$ cat config.mk
export PLATFORM = sky130hd
export DESIGN_NAME = stepper_slot_positioner_flat
export DESIGN_NICKNAME = d
export VERILOG_FILES = /design/src/hdl/ssp_pkg.sv /design/src/hdl/ssp_req_if.sv /design/src/hdl/ssp_res_if.sv /design/src/hdl/stepper_slot_positioner.sv /design/src/flat_wrapper.sv
export SDC_FILE = /design/constraint.sdc
export NUM_CORES = 1
export LEC_CHECK = 0
export BUFFER_PORTS_ARGS = -buffer_cell sky130_fd_sc_hd__clkbuf_2
export CAP_MARGIN = 0
export CORE_MARGIN = 3
export CORE_UTILIZATION = 56
export CTS_CLUSTER_DIAMETER = 30
export DETAILED_ROUTE_END_ITERATION = 10
export GPL_ROUTABILITY_DRIVEN = 0
export PLACE_DENSITY = 0.86
export SLEW_MARGIN = 0
export SYNTH_ARGS = -nofsm -noshare
export SYNTH_HDL_FRONTEND = slang
export SYNTH_SLANG_ARGS = --single-unit
$ cat constraint.sdc
create_clock -name clk_i -period 6.15 [get_ports clk_i]
set_input_delay 0.3075 -clock clk_i [delete_from_list [all_inputs] [get_ports clk_i]]
set_output_delay 0.3075 -clock clk_i [all_outputs]
set_load 0.05 [all_outputs]
$ cat src/hdl/ssp_pkg.sv
`timescale 1ns / 1ps
// Package for the stepper slot positioner: field widths, register indexes,
// request and status codes and the half-step coil pattern table.
// No dependencies.
package ssp_pkg;

  localparam int unsigned SLOT_W  = 4;
  localparam int unsigned COIL_W  = 4;
  localparam int unsigned SPS_W   = 12;
  localparam int unsigned TPS_W   = 8;
  localparam int unsigned STEPS_W = 15;
  localparam int unsigned PHASE_W = 3;
  localparam int unsigned STS_W   = 2;
  localparam int unsigned CFG_IDX_W  = 1;
  localparam int unsigned CFG_DATA_W = SPS_W;

  localparam logic [SPS_W-1:0] SPS_RESET = 12'd341;
  localparam logic [TPS_W-1:0] TPS_RESET = 8'd2;

  // Configuration register indexes.
  localparam logic [CFG_IDX_W-1:0] REG_STEPS_PER_SLOT = 1'b0;
  localparam logic [CFG_IDX_W-1:0] REG_TICKS_PER_STEP = 1'b1;

  // Request types.
  localparam logic REQ_MOVE = 1'b0;
  localparam logic REQ_TICK = 1'b1;

  // Status codes.
  localparam logic [STS_W-1:0] STS_OK        = 2'd0;
  localparam logic [STS_W-1:0] STS_BAD_SLOT  = 2'd1;
  localparam logic [STS_W-1:0] STS_BUSY_REJ  = 2'd2;

  localparam logic [COIL_W-1:0] COILS_OFF = 4'b0000;

  // Half-step sequence, one entry per phase.
  localparam logic [COIL_W-1:0] HALF_STEP_PAT [8] = '{
    4'b0001, 4'b0011, 4'b0010, 4'b0110,
    4'b0100, 4'b1100, 4'b1000, 4'b1001
  };

endpackage

$ cat src/hdl/ssp_req_if.sv
`timescale 1ns / 1ps
// Request channel of the stepper slot positioner: valid/ready plus payload.
// Depends on ssp_pkg.
interface ssp_req_if;
  import ssp_pkg::*;

  logic              valid;
  logic              ready;
  logic              req_type;
  logic [SLOT_W-1:0] target_slot;

  modport source (output valid, output req_type, output target_slot, input ready);
  modport sink   (input valid, input req_type, input target_slot, output ready);
endinterface

$ cat src/hdl/ssp_res_if.sv
`timescale 1ns / 1ps
// Result channel of the stepper slot positioner: valid/ready plus payload.
// Depends on ssp_pkg.
interface ssp_res_if;
  import ssp_pkg::*;

  logic              valid;
  logic              ready;
  logic [COIL_W-1:0] coils;
  logic              busy_res;
  logic [SLOT_W-1:0] position;
  logic [STS_W-1:0]  status;

  modport source (output valid, output coils, output busy_res, output position,
                  output status, input ready);
  modport sink   (input valid, input coils, input busy_res, input position,
                  input status, output ready);
endinterface

$ cat src/hdl/stepper_slot_positioner.sv
`timescale 1ns / 1ps
// Top level of the stepper slot positioner: half-step sequencer, move
// controller and two-entry result buffer. Depends on ssp_pkg, ssp_req_if, ssp_res_if.

// The block takes one request transaction per clock cycle while req.ready is high
// and returns one result transaction for each, registered at the acceptance edge.
// A move request starts the first half-step at once; each tick request advances
// the dwell counter and steps the coils when ticks_per_step ticks have passed.
// All state is updated at the acceptance edge by a short path (one 3x12 multiply
// for the step count), so the rate is set only by the result side: a two-entry
// output buffer keeps the request side open while only the output entry is held,
// and the request side closes only while both entries hold untaken results.
// Configuration writes are taken on any cycle with cfg_we_i high.
module stepper_slot_positioner #(
  parameter int unsigned NUM_SLOTS = 12
) (
  input  logic                              clk_i,
  input  logic                              rst_ni,
  input  logic                              cfg_we_i,
  input  logic [ssp_pkg::CFG_IDX_W-1:0]     cfg_idx_i,
  input  logic [ssp_pkg::CFG_DATA_W-1:0]    cfg_wdata_i,
  ssp_req_if.sink                           req,
  ssp_res_if.source                         res
);
  import ssp_pkg::*;

  localparam int unsigned HALF   = NUM_SLOTS / 2;
  localparam int unsigned DIST_W = $clog2(HALF + 1);
  localparam int unsigned PROD_W = DIST_W + SPS_W;
  localparam logic signed [SLOT_W:0] HALF_S  = (SLOT_W+1)'(HALF);
  localparam logic signed [SLOT_W:0] SLOTS_S = (SLOT_W+1)'(NUM_SLOTS);
  localparam logic [SLOT_W-1:0]      SLOTS_U = SLOT_W'(NUM_SLOTS);

  // Configuration registers.
  logic [SPS_W-1:0] sps_q;
  logic [TPS_W-1:0] tps_q;

  always_ff @(posedge clk_i or negedge rst_ni) begin
    if (!rst_ni) begin
      sps_q <= SPS_RESET;
      tps_q <= TPS_RESET;
    end else if (cfg_we_i) begin
      unique case (cfg_idx_i)
        REG_STEPS_PER_SLOT: sps_q <= cfg_wdata_i;
        REG_TICKS_PER_STEP: tps_q <= cfg_wdata_i[TPS_W-1:0];
        default: ;
      endcase
    end
  end

  // Sequencer state.
  logic [PHASE_W-1:0] phase_q,   phase_d;
  logic [SLOT_W-1:0]  pos_q,     pos_d;
  logic [SLOT_W-1:0]  pend_q,    pend_d;
  logic               cw_q,      cw_d;
  logic [STEPS_W-1:0] steps_q,   steps_d;
  logic [TPS_W-1:0]   dwell_q,   dwell_d;
  logic [COIL_W-1:0]  coil_q,    coil_d;
  logic               moving_q,  moving_d;
  logic [STS_W-1:0]   sts;

  // Result buffer.
  logic              out_vld_q, skid_vld_q;
  logic [COIL_W-1:0] out_coils_q, skid_coils_q;
  logic              out_busy_q,  skid_busy_q;
  logic [SLOT_W-1:0] out_pos_q,   skid_pos_q;
  logic [STS_W-1:0]  out_sts_q,   skid_sts_q;

  logic in_acc, out_take;

  assign req.ready = !skid_vld_q;
  assign in_acc    = req.valid && req.ready;
  assign out_take  = out_vld_q && res.ready;

  // Shortest wrapped distance to the target slot.
  logic signed [SLOT_W:0] diff_raw, diff_adj, diff_abs;
  logic [DIST_W-1:0]      dist_slots;
  logic [PROD_W-1:0]      prod;
  logic [STEPS_W-1:0]     total;
  logic [TPS_W-1:0]       dwell_inc;
  logic [STEPS_W-1:0]     steps_dec;

  always_comb begin
    diff_raw = $signed({1'b0, req.target_slot}) - $signed({1'b0, pos_q});
    diff_adj = diff_raw;
    if (diff_raw > HALF_S) begin
      diff_adj = diff_raw - SLOTS_S;
    end else if (diff_raw < -HALF_S) begin
      diff_adj = diff_raw + SLOTS_S;
    end
    diff_abs   = (diff_adj < 0) ? -diff_adj : diff_adj;
    dist_slots = diff_abs[DIST_W-1:0];
    prod       = PROD_W'(dist_slots) * PROD_W'(sps_q);
    total      = STEPS_W'(prod);
  end

  assign dwell_inc = dwell_q + 1'b1;
  assign steps_dec = steps_q - 1'b1;

  always_comb begin
    phase_d  = phase_q;
    pos_d    = pos_q;
    pend_d   = pend_q;
    cw_d     = cw_q;
    steps_d  = steps_q;
    dwell_d  = dwell_q;
    coil_d   = coil_q;
    moving_d = moving_q;
    sts      = STS_OK;
    if (req.req_type == REQ_MOVE) begin
      if (req.target_slot >= SLOTS_U) begin
        sts = STS_BAD_SLOT;
      end else if (moving_q) begin
        sts = STS_BUSY_REJ;
      end else if (total == '0) begin
        coil_d = COILS_OFF;
        pos_d  = req.target_slot;
      end else begin
        cw_d     = (diff_adj > 0);
        pend_d   = req.target_slot;
        steps_d  = total;
        dwell_d  = '0;
        moving_d = 1'b1;
        phase_d  = (diff_adj > 0) ? phase_q + 1'b1 : phase_q - 1'b1;
        coil_d   = HALF_STEP_PAT[phase_d];
      end
    end else if (moving_q) begin
      dwell_d = dwell_inc;
      if (dwell_inc >= tps_q) begin
        dwell_d = '0;
        steps_d = steps_dec;
        if (steps_dec != '0) begin
          phase_d = cw_q ? phase_q + 1'b1 : phase_q - 1'b1;
          coil_d  = HALF_STEP_PAT[phase_d];
        end else begin
          coil_d   = COILS_OFF;
          pos_d    = pend_q;
          moving_d = 1'b0;
        end
      end
    end
  end

  always_ff @(posedge clk_i or negedge rst_ni) begin
    if (!rst_ni) begin
      phase_q  <= '0;
      pos_q    <= '0;
      pend_q   <= '0;
      cw_q     <= 1'b0;
      steps_q  <= '0;
      dwell_q  <= '0;
      coil_q   <= COILS_OFF;
      moving_q <= 1'b0;
    end else if (in_acc) begin
      phase_q  <= phase_d;
      pos_q    <= pos_d;
      pend_q   <= pend_d;
      cw_q     <= cw_d;
      steps_q  <= steps_d;
      dwell_q  <= dwell_d;
      coil_q   <= coil_d;
      moving_q <= moving_d;
    end
  end

  // The skid entry fills only when a result arrives while the output entry
  // is held, and drains into the output entry when that one is taken.
  always_ff @(posedge clk_i or negedge rst_ni) begin
    if (!rst_ni) begin
      out_vld_q  <= 1'b0;
      skid_vld_q <= 1'b0;
    end else if (skid_vld_q) begin
      if (out_take) begin
        skid_vld_q <= 1'b0;
      end
    end else if (in_acc) begin
      if (out_vld_q && !out_take) begin
        skid_vld_q <= 1'b1;
      end else begin
        out_vld_q <= 1'b1;
      end
    end else if (out_take) begin
      out_vld_q <= 1'b0;
    end
  end

  always_ff @(posedge clk_i) begin
    if (skid_vld_q) begin
      if (out_take) begin
        out_coils_q <= skid_coils_q;
        out_busy_q  <= skid_busy_q;
        out_pos_q   <= skid_pos_q;
        out_sts_q   <= skid_sts_q;
      end
    end else if (in_acc) begin
      if (out_vld_q && !out_take) begin
        skid_coils_q <= coil_d;
        skid_busy_q  <= moving_d;
        skid_pos_q   <= pos_d;
        skid_sts_q   <= sts;
      end else begin
        out_coils_q <= coil_d;
        out_busy_q  <= moving_d;
        out_pos_q   <= pos_d;
        out_sts_q   <= sts;
      end
    end
  end

  assign res.valid    = out_vld_q;
  assign res.coils    = out_coils_q;
  assign res.busy_res = out_busy_q;
  assign res.position = out_pos_q;
  assign res.status   = out_sts_q;

endmodule

$ cat src/flat_wrapper.sv
// flat-port wrapper written by rule: the top's interface ports become plain ports
module stepper_slot_positioner_flat import ssp_pkg::*;
#(
  parameter int unsigned NUM_SLOTS = 12
)
  (clk_i, rst_ni, cfg_we_i, cfg_idx_i, cfg_wdata_i, req_valid, req_req_type, req_target_slot, req_ready, res_valid, res_coils, res_busy_res, res_position, res_status, res_ready);
  ssp_req_if req_i ();
  ssp_res_if res_i ();
  input  logic clk_i;
  input  logic rst_ni;
  input  logic cfg_we_i;
  input  logic [ssp_pkg::CFG_IDX_W-1:0] cfg_idx_i;
  input  logic [ssp_pkg::CFG_DATA_W-1:0] cfg_wdata_i;
  input wire logic [$bits(req_i.valid)-1:0] req_valid;
  input wire logic [$bits(req_i.req_type)-1:0] req_req_type;
  input wire logic [$bits(req_i.target_slot)-1:0] req_target_slot;
  output wire logic [$bits(req_i.ready)-1:0] req_ready;
  output wire logic [$bits(res_i.valid)-1:0] res_valid;
  output wire logic [$bits(res_i.coils)-1:0] res_coils;
  output wire logic [$bits(res_i.busy_res)-1:0] res_busy_res;
  output wire logic [$bits(res_i.position)-1:0] res_position;
  output wire logic [$bits(res_i.status)-1:0] res_status;
  input wire logic [$bits(res_i.ready)-1:0] res_ready;
  assign req_i.valid = req_valid;
  assign req_i.req_type = req_req_type;
  assign req_i.target_slot = req_target_slot;
  assign req_ready = req_i.ready;
  assign res_valid = res_i.valid;
  assign res_coils = res_i.coils;
  assign res_busy_res = res_i.busy_res;
  assign res_position = res_i.position;
  assign res_status = res_i.status;
  assign res_i.ready = res_ready;
  stepper_slot_positioner #(.NUM_SLOTS(NUM_SLOTS)) u_core (.clk_i(clk_i), .rst_ni(rst_ni), .cfg_we_i(cfg_we_i), .cfg_idx_i(cfg_idx_i), .cfg_wdata_i(cfg_wdata_i), .req(req_i), .res(res_i));
endmodule
==> flow_summary_export.csv, run 1 <==
group,metric,value,unit
global_routing,grt_max_degree,63,
global_routing,grt_usage,25.11,%
floorplanning,die_area,12950,um2
global_routing,grt_util_met2,43.86,%
synthesis,syn_avg_cell_area,9.296,um2
sta,report.final.slew_viol_count,0,
critical_path,cp_data_arrival_time,6.25,ns
route,ant_nets,0,
critical_path,cp_slowest_stage_delay,0.43,ns
cells_and_area,regArea,2220,um2
cells_and_area,final_area,7532,um2
cells_and_area,final_cell_mix,"nand2_1, dfrtp_1, a21oi_1, nor2_1, nor2b_1",
cells_and_area,syn_to_final_growth,15.75,%
cells_and_area,fillers,758,
cts,clock_latency,0.34,ns
synthesis,netlist_area,6507,um2
power_and_ir_drop,irDropWorstVdd,271.8,uV
sta,setup_violations,0,
critical_path,cp_common_cell,"xnor2_2",
route,vias_per_cell,6.561,
global_routing,grt_overflow_total,0,
cells_and_area,final_common_cell,"nand2_1",
cts,clockBufferDepth,2,
route,drtIter0Drc,561,
placement,port_buffers,35,
global_routing,use_met3,4.244,%
critical_path,worstSetupEndpointType,"register",
critical_path,crit_path_top_delay_cell,"fa_1",
sta,worst_slew_pin_slew,1.227,ns
critical_path,start_kind,"register",
power_and_ir_drop,p_leak,3.247,nW
global_routing,met1_usage,31.94,%
hold_path,hp-class,"in -> async",
sta,worst_clock_skew,0.009264,ns
sta,fin_crit_sh,99.21,%
floorplanning,fp-row-count,38,
placement,post_dp_cell_area,6867,um2
floorplanning,core-area,11080,um2
synthesis,syn_nets,771,
cells_and_area,layout.nets,819,
power_and_ir_drop,p_per_area,382.1,nW/um2
sta,min_period,6.101,ns
cts,cts_root_buf,"clkbuf_16",
synthesis,synthCells,700,
floorplanning,die_h,113.8,um
global_routing,grt_pass1_vias,5635,
critical_path,critPathKind,"reg -> reg",
route,avgRoutedWirePerCell,18.82,um
sta,max_freq,163.9,MHz
synthesis,synth_enable_flop_cells,22,
run_status,status,"completed",
placement,post-dp-hpwl,11.25,mm
cells_and_area,multi_input_area,4192,um2
sta,setup_ws,0.04862,ns
global_routing,top_usage_layer,"met2",
critical_path,cp_data_required_time,6.30,ns
route,route.detailed.drc,0,
synthesis,ys_seq_area_share,34.11,%
flow_run,drv_cap,0,
global_routing,grt_pass1_wl,26.75,mm
route,firstDrtPassIters,5,
placement,pre_cts_ws,-0.2254,ns
cts,cts.htree.levels,3,
cts,numCtsBuffers,9,
global_routing,antenna_found_initial,0,
cts,cts_tree,"yes",
synthesis,ys.flop_type,"dfrtp_1",
synthesis,synth.distinct_cells,77,
cts,clock_sinks,84,
power_and_ir_drop,total_power,0.002878,W
synthesis,async_flop_share,73.81,%
route,wl,16.81,mm
floorplanning,ios,36,
sta,slew_headroom,18.21,%
route,vias,5859,
floorplanning,die_x,113.8,um
cells_and_area,drive_gt1_share,24.04,%
synthesis,ys_warn_count,0,
critical_path,worstPathMaxFanout,7,
synthesis,synth-seq-cells,84,
cts,cts.clk_slew.worst_paths,0.07,ns
sta,hold_viol_final,0,
cells_and_area,n_antenna_cell,0,
floorplanning,start_util,58.74,%
[stage by stage]
| step | hold slack (ns) | instances | setup TNS (ns) | util, % |
|---|---|---|---|---|
| finish | 0.1483 | 893 | 0 | 67.99 |
| global placement | 0.4762 | 857 | 0 | 61.98 |
| detailed placement | 0.4796 | 857 | -4.674 | 61.98 |
| global route | 0.1583 | 893 | -5.227 | 67.99 |
| floorplan | 0.01191 | 700 | 0 | - |
| CTS | 0.1449 | 877 | 0 | 65.15 |
[worst max-delay path: cells and delay by family, from the launching register on]
family	cells	cell delay (ns)
mux	1	0.10
simple gates	7	1.32
xor+xnor	3	0.38
fa+ha+maj	6	1.83
compound gates	4	0.97
buf+inv	7	0.90
flops	1	0.37
[Yosys cell counts, types with 3 or more instances]
master     instances  area (um2)
nor2b_1           45       281.5
nand2_1           63       236.5
xnor2_1           20       175.2
fa_1              12       240.2
nor3_1            14       70.07
ha_1              36       450.4
inv_1             28       105.1
o22ai_1           10       62.56
a221oi_1           4       35.03
a221oi_2           3       45.04
o211ai_1           5       37.54
o31ai_1            5       37.54
dfstp_2            6       157.7
and2_1             3       18.77
buf_2              5       25.02
a21o_1            10       75.07
nand4_1            9       56.30
a221o_1            3       30.03
edfxtp_1          22       660.6
mux2i_1           18       180.2
nor4_1             4       25.02
a21boi_0           7       52.55
a22oi_1            5       37.54
or4_1              5       37.54
a31oi_1            4       25.02
nand3_1           24       120.1
a211oi_1           4       30.03
o21ai_0           34       170.2
o21ai_1            9       45.04
nand2b_1           6       37.54
clkbuf_1          30       112.6
mux2_2            33       371.6
dfrtp_1           56        1401
o2bb2ai_1          4       35.03
and3_1             3       18.77
nor2_1            40       150.1
xor2_1             9       78.83
a21oi_1           42       210.2
or2_2              3       18.77
[registers in the layout, indices dropped and copies added (netlist names), 2 cells and up]
signal               count
u_core.res.position      4
u_core.tps_q             8
u_core.phase_q           3
u_core.skid_coils_q      4
u_core.skid_sts_q        2
u_core.res.status        2
u_core.skid_pos_q        4
u_core.res.coils         4
u_core.steps_q          15
u_core.pend_q            4
u_core.coil_q            4
u_core.pos_q             4
u_core.dwell_q           8
u_core.sps_q            12
[layout make-up]
class	count	area share [%]
flip-flops and latches	84	29.47
well taps	140	2.326
clock inverters	6	0.8472
repair buffers	76	7.126
clock buffers	10	3.040
multi-input cells	546	55.65
inverters	31	1.545
[where the power goes]
part	total [W]	internal, W	switching, W
combinational	0.00150	0.000616	0.000886
clock	0.000546	0.000315	0.000231
sequential	0.000830	0.000710	0.000119
[cell families (layout without fill, tap and decap cells)]
group           Yosys count  in the layout  share of synthesized area, %
compound gates          178            178                         18.90
simple gates            240            240                         19.63
xor+xnor                 29             29                         3.903
fa+ha+maj                48             48                         10.61
flops                    84             84                         34.11
buf+inv                  70            123                         4.365
mux                      51             51                         8.479
[per-layer routing]
| layer | wire (um) | share of wire, % | vias up |
|---|---|---|---|
| met4 | 446 | 2.7 | 0 |
| met1 | 6522 | 39 | 2809 |
| met5 | 0 | 0 | - |
| met3 | 1231 | 7.3 | 61 |
| li1 | - | - | 2661 |
| met2 | 8609 | 51 | 328 |
[timing repair]
item / CTS / global route
gates cloned: 0 / 1
resized for setup: 3 / 37
hold buffers: 0 / 0
setup endpoints to repair: 40 / 58
pin swaps: 4 / 22
buffers inserted: 4 / 16
[path summary, 6_finish.rpt]
check                                    endpoint  cells after the start              from  slack, ns
max                        u_core.res.position[2]                     28   u_core.pos_q[0]       0.05
min                              u_core.coil_q[2]                      2            rst_ni       0.15
max reg2reg                u_core.res.position[2]                     28   u_core.pos_q[0]       0.05
min reg2reg                      u_core.pend_q[0]                      2  u_core.pend_q[0]       0.51
max in group asynchronous         u_core.tps_q[3]                      2            rst_ni       5.47
min in group clk_i              u_core.skid_vld_q                      2         res_ready       0.15
No activity file was read; power rests on OpenSTA's default activity.
==> inputs of run 2 (changes only) <==
- BUFFER_PORTS_ARGS: -buffer_cell sky130_fd_sc_hd__clkbuf_2 -> default
- CORE_UTILIZATION: 56 -> 59
- DONT_BUFFER_PORTS: default -> 1
- PLACE_DENSITY: 0.86 -> 0.87
==> run 2 against run 1 <==
Compared with the run above: worst setup slack better by 0.0078 ns; non-clock buffer count is 42 lower; register-to-register slack hardly changed; fmax is 0.13% higher; highest routed layer unchanged; sequential cell count stayed put; die area is 4.8% lower; via count is 5.3% lower; cell count is 5.2% lower; clock skew is 0.0047 ns higher; count of clock-buffer cells in the layout is 1 lower.
==> flow_summary_export.csv, run 2 (synthesized netlist as in run 1, its figures left out) <==
group,metric,value,unit
run_status,status,"completed",
critical_path,rr_endpoint,"u_core.res.position[2]",
sta,report.final.slew_viol_count,0,
floorplanning,start_util,61.92,%
route,wl,15.95,mm
critical_path,critPathKind,"reg -> reg",
cts,cts.htree.levels,3,
route,drtIter0Drc,531,
critical_path,cp_data_arrival_time,6.23,ns
placement,dp.cells,811,
sta,worst_slew_pin_slew,1.221,ns
global_routing,antenna_found_initial,0,
critical_path,reg2reg_depth,24,
global_routing,grt_pass1_wl,26.19,mm
cts,cts_tree,"yes",
critical_path,rr_startpoint,"u_core.pos_q[0]",
route,firstDrtPassIters,5,
sta,slew_headroom,18.59,%
cells_and_area,regArea,2220,um2
cells_and_area,top_regs,"u_core.steps_q x15, u_core.sps_q x12",
cts,clock_sinks,84,
placement,post_dp_cell_area,6634,um2
floorplanning,die_area,12330,um2
critical_path,cp_data_required_time,6.28,ns
cts,numCtsBuffers,9,
floorplanning,die_h,111.0,um
cells_and_area,drive_gt1_share,19.83,%
route,vias_per_cell,6.549,
cts,clockBufferDepth,2,
cells_and_area,fillers,728,
cells_and_area,syn_to_final_growth,11.50,%
sta,fin_crit_sh,99.08,%
critical_path,ff2ff_setup_slack,0.06,ns
hold_path,hp-class,"in -> reg",
power_and_ir_drop,p_leak,3.016,nW
cells_and_area,layout.nets,777,
cells_and_area,final_cell_mix,"nand2_1, dfrtp_1, a21oi_1, nor2_1, nor2b_1",
hold_path,holdCritStartpoint,"req_target_slot[3]",
route,avgRoutedWirePerCell,18.83,um
cells_and_area,n_antenna_cell,0,
cts,cts.clk_slew.worst_paths,0.10,ns
placement,post-dp-hpwl,11.17,mm
floorplanning,core-area,10510,um2
cells_and_area,final_common_cell,"nand2_1",
cells_and_area,fin_util,69.04,%
floorplanning,ios,36,
cells_and_area,largest_register_ffs,15,
cells_and_area,multi_input_area,4229,um2
sta,hold_viol_final,0,
cts,cts_root_buf,"clkbuf_8",
sta,worst_clock_skew,0.01399,ns
cts,clock_latency,0.39,ns
sta,setup_violations,0,
sta,setup_tns,0,ns
critical_path,worstSetupEndpointType,"register",
sta,rsz0062_at_grt,"yes",
power_and_ir_drop,p_per_area,367.4,nW/um2
hold_path,min_path_cells,1,
power_and_ir_drop,irDropWorstVdd,229.1,uV
sta,min_period,6.094,ns
critical_path,worstPathMaxFanout,10,
flow_run,drv_cap,0,
hold_path,holdPathEnd,"u_core.pend_q[3]",
floorplanning,fp-row-count,37,
cells_and_area,top_register,"u_core.steps_q",
cells_and_area,final_area,7256,um2
placement,port_buffers,0,
critical_path,start_kind,"register",
route,ant_nets,0,
global_routing,grt_overflow_total,0,
floorplanning,die_x,111.0,um
cells_and_area,stdcell_count,847,
global_routing,grt_usage,25.58,%
global_routing,grt_pass1_vias,5504,
route,route.detailed.drc,0,
sta,max_freq,164.1,MHz
route,vias,5547,
global_routing,grt_max_degree,63,
==> run 2: layout make-up <==
class / count / area share, %
well taps: 136 / 2.345
clock buffers: 9 / 1.707
clock inverters: 7 / 1.035
flip-flops and latches: 84 / 30.59
inverters: 31 / 1.604
repair buffers: 34 / 4.432
multi-input cells: 546 / 58.29
==> run 2: worst max-delay path: stages, from the launching register on <==
cell       delay (ns)
dfrtp_1          0.36
ha_2             0.18
inv_1            0.06
fa_2             0.46
xnor2_4          0.22
inv_2            0.09
ha_2             0.20
a221oi_2         0.30
mux2i_2          0.15
mux2i_2          0.29
buf_6            0.18
nor2b_1          0.07
fa_1             0.51
buf_4            0.16
ha_1             0.27
a21o_1           0.13
nand4_1          0.20
a2111oi_1        0.52
o32a_1           0.29
xnor2_1          0.16
nand4_1          0.22
buf_4            0.21
clkbuf_16        0.15
nor4_1           0.32
o41ai_1          0.12
==> run 2: worst max path at each step <==
stage	depth (start not counted)	from	to
floorplan	24	u_core.pos_q[0]	u_core.steps_q[11]
global route	25	u_core.pos_q[0]	u_core.res.position[2]
CTS	23	u_core.pos_q[0]	u_core.res.position[2]
finish	24	u_core.pos_q[0]	u_core.res.position[2]
global placement	25	req_target_slot[0]	u_core.res.coils[3]
detailed placement	25	req_target_slot[0]	u_core.res.coils[3]
==> run 2: timing repair <==
item	in CTS	in global routing
cloned	0	1
endpoints found under the setup margin	19	58
hold buffers	3	0
setup buffers	3	13
gates resized for setup	3	43
hold endpoints to repair	63	0
pin swaps	3	21
==> run 2: power by group <==
part / total, W / internal (W) / leakage [nW] / switching (W)
Sequential: 0.000944 / 0.000712 / 0.961 / 0.000232
Combinational: 0.00132 / 0.000574 / 1.96 / 0.000741
Clock: 0.000406 / 0.000161 / 0.0990 / 0.000245
==> run 2: stage by stage <==
step | power [W] | hold slack, ns | setup WS, ns
2_1_floorplan | 0.001845 | 0.01191 | 0.03062
3_3_place_gp | 0.002022 | 0.01343 | 0.1550
3_5_place_dp | 0.002087 | 0.01386 | -0.08547
4_1_cts | 0.002520 | 0.04975 | 0.009008
5_1_grt | 0.002837 | 0.05019 | -0.2288
6_report | 0.002666 | 0.06004 | 0.05640
==> run 2: metal layers <==
metal,track usage [%],up-vias,share of wire [%]
met1,32.67,2663,41
met2,43.08,253,49
li1,-,2574,-
met4,11.27,0,3.8
met3,3.930,57,6.2
met5,0,-,0
==> inputs of run 3 (changes only) <==
- CORE_MARGIN: 3 -> 8
- CORE_UTILIZATION: 59 -> 45
- PLACE_DENSITY: 0.87 -> 0.71
==> run 3 against run 2 <==
Compared with the run above: critical path depth grew 2; clock skew is 0.0035 ns lower; fmax barely moved; routed wire length grew 0.21%; sequential cell count is the same; die area increased by 51%; utilization is 17 points lower; register-to-register slack about the same.
==> flow_summary_export.csv, run 3 (synthesized netlist as in run 1, its figures left out) <==
group,metric,value,unit
flow_run,drv_cap,0,
critical_path,cp_data_required_time,6.26,ns
critical_path,rr_startpoint,"u_core.pos_q[0]",
global_routing,grt_overflow_total,0,
placement,post-dp-hpwl,11.26,mm
sta,slew_headroom,23.50,%
route,met3_length,856,um
cells_and_area,drive_gt1_share,20.14,%
global_routing,grt_pass1_vias,5286,
cts,cts.clk_slew.worst_paths,0.07,ns
power_and_ir_drop,p_per_area,371.4,nW/um2
placement,dp.cells,862,
floorplanning,die_area,18570,um2
power_and_ir_drop,p_seq_share,34.2,%
floorplanning,die_h,136.3,um
cells_and_area,syn_to_final_growth,14.23,%
route,wl,15.98,mm
route,vias_per_cell,5.998,
critical_path,worstSetupEndpointType,"register",
cells_and_area,top_register,"u_core.steps_q",
power_and_ir_drop,p_switching,0.001198,W
power_and_ir_drop,irDropWorstVdd,251.2,uV
cts,cts_root_buf,"clkbuf_16",
cts,clock_sinks,84,
critical_path,start_kind,"register",
cts,numCtsBuffers,9,
cts,clock_latency,0.36,ns
power_and_ir_drop,p_int,0.001563,W
cells_and_area,final_cell_mix,"nand2_1, dfrtp_1, a21oi_1, nor2_1, nor2b_1",
power_and_ir_drop,p_leak,3.066,nW
critical_path,reg2reg_depth,26,
cells_and_area,largest_register_ffs,15,
placement,post_dp_cell_area,6716,um2
route,top_layer_used,"met4",
route,ant_nets,0,
power_and_ir_drop,power_frac_clock,18.9,%
cells_and_area,fin_util,51.93,%
critical_path,critPathKind,"reg -> reg",
floorplanning,core-area,14310,um2
sta,rsz0062_at_grt,"yes",
power_and_ir_drop,p_sw_share,43.38,%
sta,hold_slack,0.02716,ns
cells_and_area,final_area,7433,um2
critical_path,rr_endpoint,"u_core.res.coils[1]",
route,route.detailed.drc,0,
route,vias,5362,
hold_path,holdCritStartpoint,"res_ready",
sta,report.final.slew_viol_count,0,
run_status,status,"completed",
floorplanning,fp-row-count,44,
global_routing,grt_usage,17.20,%
critical_path,cp_data_arrival_time,6.20,ns
cells_and_area,final_common_cell,"nand2_1",
sta,worst_slew_pin_slew,1.147,ns
route,drtIter0Drc,580,
hold_path,min_path_cells,1,
sta,fin_crit_sh,98.98,%
power_and_ir_drop,comb_power_share,46.9,%
hold_path,holdPathEnd,"u_core.skid_vld_q",
sta,hold_viol_final,0,
critical_path,worstPathMaxFanout,5,
floorplanning,start_util,45.46,%
route,route.layer.met1.wl,6.902,mm
sta,max_freq,164.3,MHz
cts,cts_tree,"yes",
cells_and_area,top_regs,"u_core.steps_q x15, u_core.sps_q x12",
global_routing,grt_max_degree,63,
route,avgRoutedWirePerCell,17.88,um
global_routing,grt_pass1_wl,25.76,mm
floorplanning,ios,36,
placement,port_buffers,0,
sta,min_period,6.088,ns
cts,cts.htree.levels,3,
power_and_ir_drop,total_power,0.002761,W
route,met2WireLength,7.964,mm
critical_path,ff2ff_setup_slack,0.06,ns
sta,worst_clock_skew,0.01054,ns
cells_and_area,n_antenna_cell,0,
route,firstDrtPassIters,5,
cells_and_area,layout.nets,776,
global_routing,antenna_found_initial,0,
cells_and_area,stdcell_count,894,
cts,clockBufferDepth,2,
sta,setup_violations,0,
hold_path,hp-class,"in -> reg",
floorplanning,die_x,136.3,um
[run 3: worst max-delay path: stages, from the launching register on]
cell and delay [ns]:
dfrtp_1 0.35, ha_2 0.20, inv_2 0.04, fa_2 0.43, xnor2_2 0.25, inv_2 0.11, ha_4 0.18, a221oi_2 0.24
mux2i_1 0.12, buf_4 0.17, nor2_4 0.15, xnor2_4 0.12, nor2b_4 0.15, fa_1 0.42, ha_2 0.20, fa_2 0.38
a21o_1 0.23, a221oi_4 0.23, buf_6 0.16, mux2i_2 0.21, or2_2 0.14, and4_1 0.20, nand4_1 0.26, clkbuf_16 0.26
o211a_1 0.13, a31o_2 0.22, mux2_2 0.26
[run 3: layer usage]
layer	vias to the layer above	GRT usage, %
li1	2572	-
met3	23	4.508
met2	163	29.02
met1	2604	20.89
met4	0	5.674
met5	-	0
[run 3: metrics by stage]
step	TNS (ns)	worst slack, ns
global placement	0	0.06836
floorplan	0	0.03062
detailed placement	-4.370	-0.2579
finish	0	0.06242
global route	-1.215	-0.1491
CTS	0	0.0008287
[run 3: what timing repair did]
action,4_1_cts,5_1_grt
hold endpoints to repair,62,0
setup endpoints to repair,36,57
buffers inserted,1,11
gates cloned,0,2
hold buffers,2,0
pin swaps,1,21
resized for setup,11,43
[run 3: cell type report]
| class | instances | area (um2) |
|---|---|---|
| fill | 1263 | 6880 |
| multi-input combinational | 546 | 4274 |
| sequential | 84 | 2221 |
| timing repair buffer | 33 | 315.3 |
| tap | 184 | 230.2 |
| clock buffer | 10 | 229.0 |
| inverter | 31 | 116.4 |
| clock inverter | 6 | 47.55 |
[run 3: worst max path at each step]
stage | from | cells after the start | endpoint | slack [ns]
after global placement | req_target_slot[0] | 25 | u_core.res.position[0] | 0.07
after floorplan | u_core.pos_q[0] | 24 | u_core.steps_q[11] | 0.03
after CTS | u_core.pos_q[0] | 26 | u_core.res.position[0] | 0.0008
after global routing | u_core.pos_q[0] | 27 | u_core.res.position[0] | -0.15
after detailed placement | req_target_slot[0] | 26 | u_core.res.position[0] | -0.26
final | u_core.pos_q[0] | 26 | u_core.res.coils[1] | 0.06
[run 3: power by group through the flow]
stage	registers, W	clock network, W	logic (W)
4_1_cts	0.000945	0.000532	0.00117
2_1_floorplan	0.000891	0	0.000954
6_report	0.000944	0.000521	0.00129
5_1_grt	0.000965	0.000552	0.00143
3_5_place_dp	0.000954	0	0.00114
3_3_place_gp	0.000946	0	0.00110
